--- config.mk ---
export PLATFORM = sky130hd
export DESIGN_NAME = bblc_ctrl
export DESIGN_NICKNAME = d
export VERILOG_FILES = /design/src/hw/rtl/bblc_pkg.sv /design/src/hw/rtl/bblc_ctrl.sv
export SDC_FILE = /design/constraint.sdc
export NUM_CORES = 1
export LEC_CHECK = 0
export ABC_AREA = 1
export BUFFER_PORTS_ARGS = -buffer_cell sky130_fd_sc_hd__buf_4
export CAP_MARGIN = 20
export CORE_ASPECT_RATIO = 0.8
export CORE_MARGIN = 10
export CORE_UTILIZATION = 46
export DETAILED_ROUTE_END_ITERATION = 8
export PLACE_DENSITY = 0.74
export SYNTH_ARGS = -nofsm -noshare
export SYNTH_HDL_FRONTEND = slang
export SYNTH_SLANG_ARGS = --single-unit
--- constraint.sdc ---
create_clock -name clk -period 1.84 [get_ports clk]
set_clock_uncertainty 0.15 [all_clocks]
set_input_delay 0.092 -clock clk [delete_from_list [all_inputs] [get_ports clk]]
set_output_delay 0.092 -clock clk [all_outputs]
set_load 0.05 [all_outputs]
--- src/hw/rtl/bblc_pkg.sv ---
package bblc_pkg;

    localparam int KEY_W    = 48;
    localparam int GEN_W    = 32;
    localparam int PAGE_W   = 16;
    localparam int SIZE_W   = 32;
    localparam int HANDLE_W = 32;
    localparam int BYTES_W  = 40;

    localparam logic [BYTES_W-1:0] BUDGET_RESET = 40'd268435456;

    typedef enum logic [2:0] {
        ACT_INSERT    = 3'd0,
        ACT_LOOKUP    = 3'd1,
        ACT_PIN_CLEAR = 3'd2,
        ACT_PIN_ADD   = 3'd3,
        ACT_CLEAR_GEN = 3'd4,
        ACT_HOLD_ADD  = 3'd5,
        ACT_RETAIN    = 3'd6,
        ACT_ENFORCE   = 3'd7
    } action_t;

    typedef enum logic [1:0] {
        ST_OK         = 2'd0,
        ST_TABLE_FULL = 2'd1,
        ST_LIST_FULL  = 2'd2
    } status_t;

    typedef enum logic [2:0] {
        SC_FIND,
        SC_GEN,
        SC_RETAIN,
        SC_UNPIN,
        SC_VICTIM,
        SC_FIX
    } scan_t;

    typedef enum logic [3:0] {
        S_IDLE,
        S_DISPATCH,
        S_FIND_W,
        S_INS_FIX_W,
        S_INS_WR,
        S_ENF_CHK,
        S_VIC_W,
        S_ENF_FIX_W,
        S_TOUCH_FIX_W,
        S_TOUCH,
        S_UNPIN_W,
        S_SWEEP_W,
        S_SWEEP_FIX_W,
        S_DONE
    } state_t;

    typedef struct packed {
        logic    latch_in;
        logic    scan_go;
        scan_t   scan_kind;
        logic    scan_from_next;
        logic    drop;
        logic    ins_write;
        logic    touch_write;
        logic    pin_clear_tbl;
        logic    pin_add;
        logic    set_pin;
        logic    hold_add;
        logic    hold_clear;
        logic    peak_upd;
        logic    set_status;
        status_t status_val;
        logic    out_load;
    } bblc_cmd_t;

    typedef struct packed {
        action_t action;
        logic    busy;
        logic    found;
        logic    has_free;
        logic    over;
        logic    pin_listed;
        logic    pin_full;
        logic    hold_listed;
        logic    hold_full;
        logic    out_free;
    } bblc_stat_t;

endpackage

--- src/hw/rtl/bblc_ctrl.sv ---
module bblc_ctrl (
    input  logic                   clk,
    input  logic                   rst_n,
    input  logic                   in_valid,
    output logic                   in_ready,
    input  bblc_pkg::bblc_stat_t   stat,
    output bblc_pkg::bblc_cmd_t    cmd
);
    import bblc_pkg::*;

    state_t state_reg, state_next;

    always_ff @(posedge clk or negedge rst_n)
    begin
        if (!rst_n)
        begin
            state_reg <= S_IDLE;
        end
        else
        begin
            state_reg <= state_next;
        end
    end

    assign in_ready = (state_reg == S_IDLE);

    always_comb
    begin
        state_next = state_reg;
        unique case (state_reg)
            S_IDLE:
            begin
                if (in_valid)
                    state_next = S_DISPATCH;
            end
            S_DISPATCH:
            begin
                unique case (stat.action)
                    ACT_INSERT, ACT_LOOKUP: state_next = S_FIND_W;
                    ACT_PIN_CLEAR:          state_next = S_UNPIN_W;
                    ACT_PIN_ADD:
                        state_next = (!stat.pin_listed && stat.pin_full) ? S_DONE : S_FIND_W;
                    ACT_CLEAR_GEN, ACT_RETAIN: state_next = S_SWEEP_W;
                    ACT_HOLD_ADD:           state_next = S_DONE;
                    ACT_ENFORCE:            state_next = S_ENF_CHK;
                    default:                state_next = S_DONE;
                endcase
            end
            S_FIND_W:
            begin
                if (!stat.busy)
                begin
                    if (stat.action == ACT_INSERT)
                        state_next = stat.found ? S_INS_FIX_W : S_INS_WR;
                    else if (stat.action == ACT_LOOKUP && stat.found)
                        state_next = S_TOUCH_FIX_W;
                    else
                        state_next = S_DONE;
                end
            end
            S_INS_FIX_W:
            begin
                if (!stat.busy)
                    state_next = S_INS_WR;
            end
            S_INS_WR:      state_next = stat.has_free ? S_ENF_CHK : S_DONE;
            S_ENF_CHK:     state_next = stat.over ? S_VIC_W : S_DONE;
            S_VIC_W:
            begin
                if (!stat.busy)
                    state_next = stat.found ? S_ENF_FIX_W : S_DONE;
            end
            S_ENF_FIX_W:
            begin
                if (!stat.busy)
                    state_next = S_ENF_CHK;
            end
            S_TOUCH_FIX_W:
            begin
                if (!stat.busy)
                    state_next = S_TOUCH;
            end
            S_TOUCH:       state_next = S_DONE;
            S_UNPIN_W:
            begin
                if (!stat.busy)
                    state_next = S_DONE;
            end
            S_SWEEP_W:
            begin
                if (!stat.busy)
                    state_next = stat.found ? S_SWEEP_FIX_W : S_DONE;
            end
            S_SWEEP_FIX_W:
            begin
                if (!stat.busy)
                    state_next = S_SWEEP_W;
            end
            S_DONE:
            begin
                if (stat.out_free)
                    state_next = S_IDLE;
            end
            default:       state_next = S_IDLE;
        endcase
    end

    always_comb
    begin
        cmd = '0;
        cmd.scan_kind = SC_FIND;
        cmd.status_val = ST_OK;
        unique case (state_reg)
            S_IDLE:
            begin
                cmd.latch_in = in_valid;
            end
            S_DISPATCH:
            begin
                unique case (stat.action)
                    ACT_INSERT, ACT_LOOKUP:
                    begin
                        cmd.scan_go = 1'b1;
                        cmd.scan_kind = SC_FIND;
                    end
                    ACT_PIN_CLEAR:
                    begin
                        cmd.pin_clear_tbl = 1'b1;
                        cmd.scan_go = 1'b1;
                        cmd.scan_kind = SC_UNPIN;
                    end
                    ACT_PIN_ADD:
                    begin
                        if (!stat.pin_listed && stat.pin_full)
                        begin
                            cmd.set_status = 1'b1;
                            cmd.status_val = ST_LIST_FULL;
                        end
                        else
                        begin
                            cmd.pin_add = 1'b1;
                            cmd.scan_go = 1'b1;
                            cmd.scan_kind = SC_FIND;
                        end
                    end
                    ACT_CLEAR_GEN:
                    begin
                        cmd.scan_go = 1'b1;
                        cmd.scan_kind = SC_GEN;
                    end
                    ACT_RETAIN:
                    begin
                        cmd.scan_go = 1'b1;
                        cmd.scan_kind = SC_RETAIN;
                    end
                    ACT_HOLD_ADD:
                    begin
                        if (!stat.hold_listed && stat.hold_full)
                        begin
                            cmd.set_status = 1'b1;
                            cmd.status_val = ST_LIST_FULL;
                        end
                        else
                        begin
                            cmd.hold_add = 1'b1;
                        end
                    end
                    default: ;
                endcase
            end
            S_FIND_W:
            begin
                if (!stat.busy && stat.found)
                begin
                    if (stat.action == ACT_INSERT)
                    begin
                        cmd.drop = 1'b1;
                        cmd.scan_go = 1'b1;
                        cmd.scan_kind = SC_FIX;
                    end
                    else if (stat.action == ACT_LOOKUP)
                    begin
                        cmd.scan_go = 1'b1;
                        cmd.scan_kind = SC_FIX;
                    end
                    else
                    begin
                        cmd.set_pin = 1'b1;
                    end
                end
            end
            S_INS_WR:
            begin
                if (stat.has_free)
                begin
                    cmd.ins_write = 1'b1;
                end
                else
                begin
                    cmd.set_status = 1'b1;
                    cmd.status_val = ST_TABLE_FULL;
                end
            end
            S_ENF_CHK:
            begin
                if (stat.over)
                begin
                    cmd.scan_go = 1'b1;
                    cmd.scan_kind = SC_VICTIM;
                end
                else
                begin
                    cmd.peak_upd = (stat.action == ACT_INSERT);
                end
            end
            S_VIC_W:
            begin
                if (!stat.busy)
                begin
                    if (stat.found)
                    begin
                        cmd.drop = 1'b1;
                        cmd.scan_go = 1'b1;
                        cmd.scan_kind = SC_FIX;
                    end
                    else
                    begin
                        cmd.peak_upd = (stat.action == ACT_INSERT);
                    end
                end
            end
            S_TOUCH:
            begin
                cmd.touch_write = 1'b1;
            end
            S_SWEEP_W:
            begin
                if (!stat.busy)
                begin
                    if (stat.found)
                    begin
                        cmd.drop = 1'b1;
                        cmd.scan_go = 1'b1;
                        cmd.scan_kind = SC_FIX;
                    end
                    else if (stat.action == ACT_CLEAR_GEN)
                    begin
                        cmd.pin_clear_tbl = 1'b1;
                    end
                    else
                    begin
                        cmd.hold_clear = 1'b1;
                    end
                end
            end
            S_SWEEP_FIX_W:
            begin
                if (!stat.busy)
                begin
                    cmd.scan_go = 1'b1;
                    cmd.scan_from_next = 1'b1;
                    cmd.scan_kind = (stat.action == ACT_CLEAR_GEN) ? SC_GEN : SC_RETAIN;
                end
            end
            S_DONE:
            begin
                cmd.out_load = stat.out_free;
            end
            default: ;
        endcase
    end
endmodule

Yosys cells after proc, flatten, opt, wreduce, memory -nomap -nowiden
Index checks and enable logic that the tools add are counted.
{"block": "word_totals", "ff_bits": 4, "in_bits": 15, "output_inout_bits": 20, "word_cells": 114}
{"block": "op_classes", "eq_ne": 30, "n_mux": 70, "reduce_logical": 13}
{"operator": "$mux W4", "n": 22}
{"operator": "$pmux W4 S14", "n": 1}
{"operator": "$pmux W4 S5", "n": 2}
{"operator": "$mux W1", "n": 32}
{"operator": "$eq A4 B4 Y1 const B", "n": 6}
{"operator": "$pmux W4 S6", "n": 1}
{"operator": "$ne A2 B2 Y1 const B", "n": 10}
{"operator": "$eq A4 B3 Y1 const B", "n": 4}
{"operator": "$mux W3", "n": 5}
{"operator": "$eq A3 B3 Y1 const B", "n": 4}
{"operator": "$pmux W3 S2", "n": 2}
{"operator": "$reduce_and A10 Y1", "n": 1}
{"operator": "$eq A4 B2 Y1 const B", "n": 2}
{"operator": "$eq A3 B2 Y1 const B", "n": 2}
{"operator": "$pmux W1 S2", "n": 3}
{"operator": "$reduce_or A2 Y1", "n": 3}
{"operator": "$mux W5", "n": 1}
{"operator": "$eq A4 B1 Y1 const B", "n": 1}
{"operator": "$logic_and A1 B1 Y1", "n": 4}
{"operator": "$logic_not A4 Y1", "n": 1}
{"operator": "$eq A3 B1 Y1 const B", "n": 1}
{"operator": "$logic_not A1 Y1", "n": 3}
{"operator": "$logic_not A3 Y1", "n": 1}
{"operator": "$mux W2", "n": 1}

Longest topological paths before layout
{"block": "logic_depth", "word_depth": 6, "mapped_depth": 10, "depth_no_buf": 9}

Least setup slack after synthesis
OpenSTA, ideal clock, no wires.
{"block": "synth_path", "path_kind": "flip-flop to output port", "start": "register state_reg[1]", "end": "output port cmd[15] in the netlist's numbering", "arrival_ps": 2363, "required_ps": 1598, "slack_ps": -765, "stages_incl_launch_ff": 6, "n_path_buf": 0, "cell_sequence": "dfrtp_1 > nor2_1 > nand2_1 > nor2_1 > inv_1 > o32ai_1"}
{"element": "from (decl)", "line_no": "bblc_ctrl.sv:11", "text": "state_t state_reg, state_next;"}
{"element": "from (signal assigned)", "line_no": "bblc_ctrl.sv:21", "text": "state_reg <= state_next;"}
{"element": "to (decl)", "line_no": "bblc_ctrl.sv:7", "text": "output bblc_pkg::bblc_cmd_t cmd"}

==> out/results.ini <==
[outcome]
status = complete, but fails checks
violations = negative setup slack

[logic_synthesis]
synth_top_family_by_area = simple AND/OR/NAND/NOR gates
ys_ff_latch = 4
yosys-top-cells-count = nand2_1, inv_1, nor2_1
synth_edf_count = 0
yosysMostFrequentCell = nand2_1
synth.yosys.seq_area_share_pct = 12.78
synthSimpleGateAreaFrac_pct = 62.62
synth_top_area_share_pct = 25.88
avgSynthCellArea_um2 = 5.153
synth_cells = 152
muxShareOfSynthArea_pct = 0
yosys-top-cells-area = nand2_1, dfrtp_1, inv_1
synth_ff_type = dfrtp_1
syn-num-nets = 167
synth_area_um2 = 783.3
ys_types = 23
yosysWarnings = 0
synthXorXnorAreaFrac_pct = 0
synthAdderAreaFrac_pct = 0
synth_compound_area_share_pct = 11.18
synth-async-reset-ratio_pct = 100.0
yosys.area.top_type = nand2_1

[pwr]
internal_power_mw = 0.7705
vdd_drop_max_mv = 1.022
p_leak_nw = 0.7033
sw_frac_of_total_pct = 60.28
p_switching_mw = 1.169
powerDensity_nw_per_um2 = 1450
clkPwrFrac_pct = 6.6
power.share.sequential_pct = 14.1
comb_power_share_pct = 79.3

[timing]
tns_ns = -0.08884
rsz0062_at_grt = true
setup_viol_count_final = 3
slew_violations = 0
max_slew.worst_pin.slew_ns = 0.5845
fmax_ghz = 0.5316
fin_crit_ns = 1.881
finalCritPeriodShare_pct = 102.2
holdWs_ns = 0.02691
slew_headroom_pct = 60.73
layout_setup_ws_ns = -0.04101
hold_violations = 0

[die]
core_um2 = 1627
io_pins = 35
fp-row-count = 13
dieArea_um2 = 3763
die-width_um = 66.14
die_height_um = 56.91
start_util_pct = 48.15

[grt]
grt_usage_pct = 14.69
grt_pass1_wl_um = 4754
gr-total-overflow = 0
grt_pass1_vias = 1110
antenna_found_initial = 0
grt_max_degree = 9

[place]
buffer_ports.inserted = 34
gp_congestion = 0.9311
place_ws_ns = 0.08422
post-dp-hpwl_um = 2366
placed_area_um2 = 1164

[worst_setup_path]
r2r_cells = 9
arrival_ns = 1.64
critPathLaunchType = flop
crit_path_max_fanout = 7
critPathSlowestCell = dfrtp_2
endpoint_kind = output pin
max_stage_delay_ns = 0.49
critPathRequiredTime_ns = 1.60
critPathMostFrequentCell = buf_6
crit_type = flop to output pin
reg2reg_slack_ns = 0.16
worstPathCellList = inv_4 > nor2_4 > nand2_4 > buf_6 > o32ai_2 > buf_6

[layout]
post-route-util_pct = 82.23
fin_area_um2 = 1338
drive_gt1_share_pct = 48.00
antenna_cells = 0
largest_register_ffs = 4
nets = 216
syn2layout_area_growth_pct = 70.77

[detailed_routing]
drt-total-wl_um = 3038
ant_nets = 0
viasPerCell = 5.104
drc_errors = 0
wl_per_cell_um = 13.68
vias = 1133
first_pass_iters = 4
drt_iter0_markers = 97

[clocking]
cts_buffer_depth = 2
insertion_delay_ns = 0.25
clk_pin_slew_ns = 0.04
cts_made_buffers = 3
cts.sinks = 4
cts_tree = done
cts_root_buffer = clkbuf_4
htreeDepth = 1

[hold_path]
hold_path_class = input pin to async pin

[flow_run]
cap_violations = 0

[layout make-up]
type	count	area (um2)
fillers	117	289.0
well taps	22	27.53
flip-flops and latches	4	105.1
inverters	26	105.1
clock buffers	4	26.28
repair buffers	45	366.6
multi-input cells	121	706.9
[layout by cell type, fill, tap and decap left out, types with 2 or more instances in the layout]
master,count
buf_4,37
buf_6,7
clkbuf_4,3
dfrtp_2,4
inv_1,16
inv_2,7
inv_4,3
nand2_1,45
nand2_2,10
nand2_4,3
nand3_1,13
nand4_1,2
nor2_1,18
nor2_2,2
nor2_4,9
nor3_2,5
o21ai_0,3
o21bai_1,2
o22ai_2,2
[stage by stage]
step | power [mW] | std cells
floorplan | 1.159 | 152
CTS | 1.753 | 218
finish | 1.940 | 222
global placement | 1.512 | 211
global route | 2.081 | 222
detailed placement | 1.529 | 211
[metal layers]
metal  routed length (um)  global-route usage [%]  vias up
li1                     -                       -      575
met1                 1315                   18.82      517
met2                 1519                   23.87       39
met3                  177                   2.970        2
met4                   26                   4.179        0
met5                    0                       0        -
[worst paths after layout]
path                         startpoint      endpoint
max                        state_reg[0]       cmd[15]
max in group asynchronous         rst_n  state_reg[0]
min                               rst_n  state_reg[3]
max reg2reg                state_reg[1]  state_reg[0]
min in group clk                stat[7]  state_reg[2]
min reg2reg                state_reg[2]  state_reg[2]
[power groups by stage]
stage,Sequential (mW),Combinational (mW),Clock (mW)
2_1_floorplan,0.201,0.958,0
3_3_place_gp,0.212,1.30,0
3_5_place_dp,0.218,1.31,0
4_1_cts,0.242,1.39,0.121
5_1_grt,0.284,1.66,0.142
6_report,0.273,1.54,0.127
[cells by family (layout without fill, tap and decap cells)]
kind of cell,Yosys count,count (layout)
buffers and inverters,27,75
AOI/OAI and AO/OA,12,12
DFF,4,4
and+or+nand+nor,109,109
[critical path: cells and delay by family (launching register included)]
family	cells	cell delay, ns
AOI/OAI and AO/OA	1	0.23
buffers and inverters	3	0.42
DFF	1	0.49
and+or+nand+nor	2	0.25
[timing repair]
item / CTS / global route
hold buffers: 1 / 0
resized for setup: 16 / 20
setup endpoints to repair: 10 / 11
pin swaps: 2 / 5
hold endpoints to repair: 4 / 0
buffers inserted: 2 / 4
Note: power is estimated with default switching activity, not from simulation.
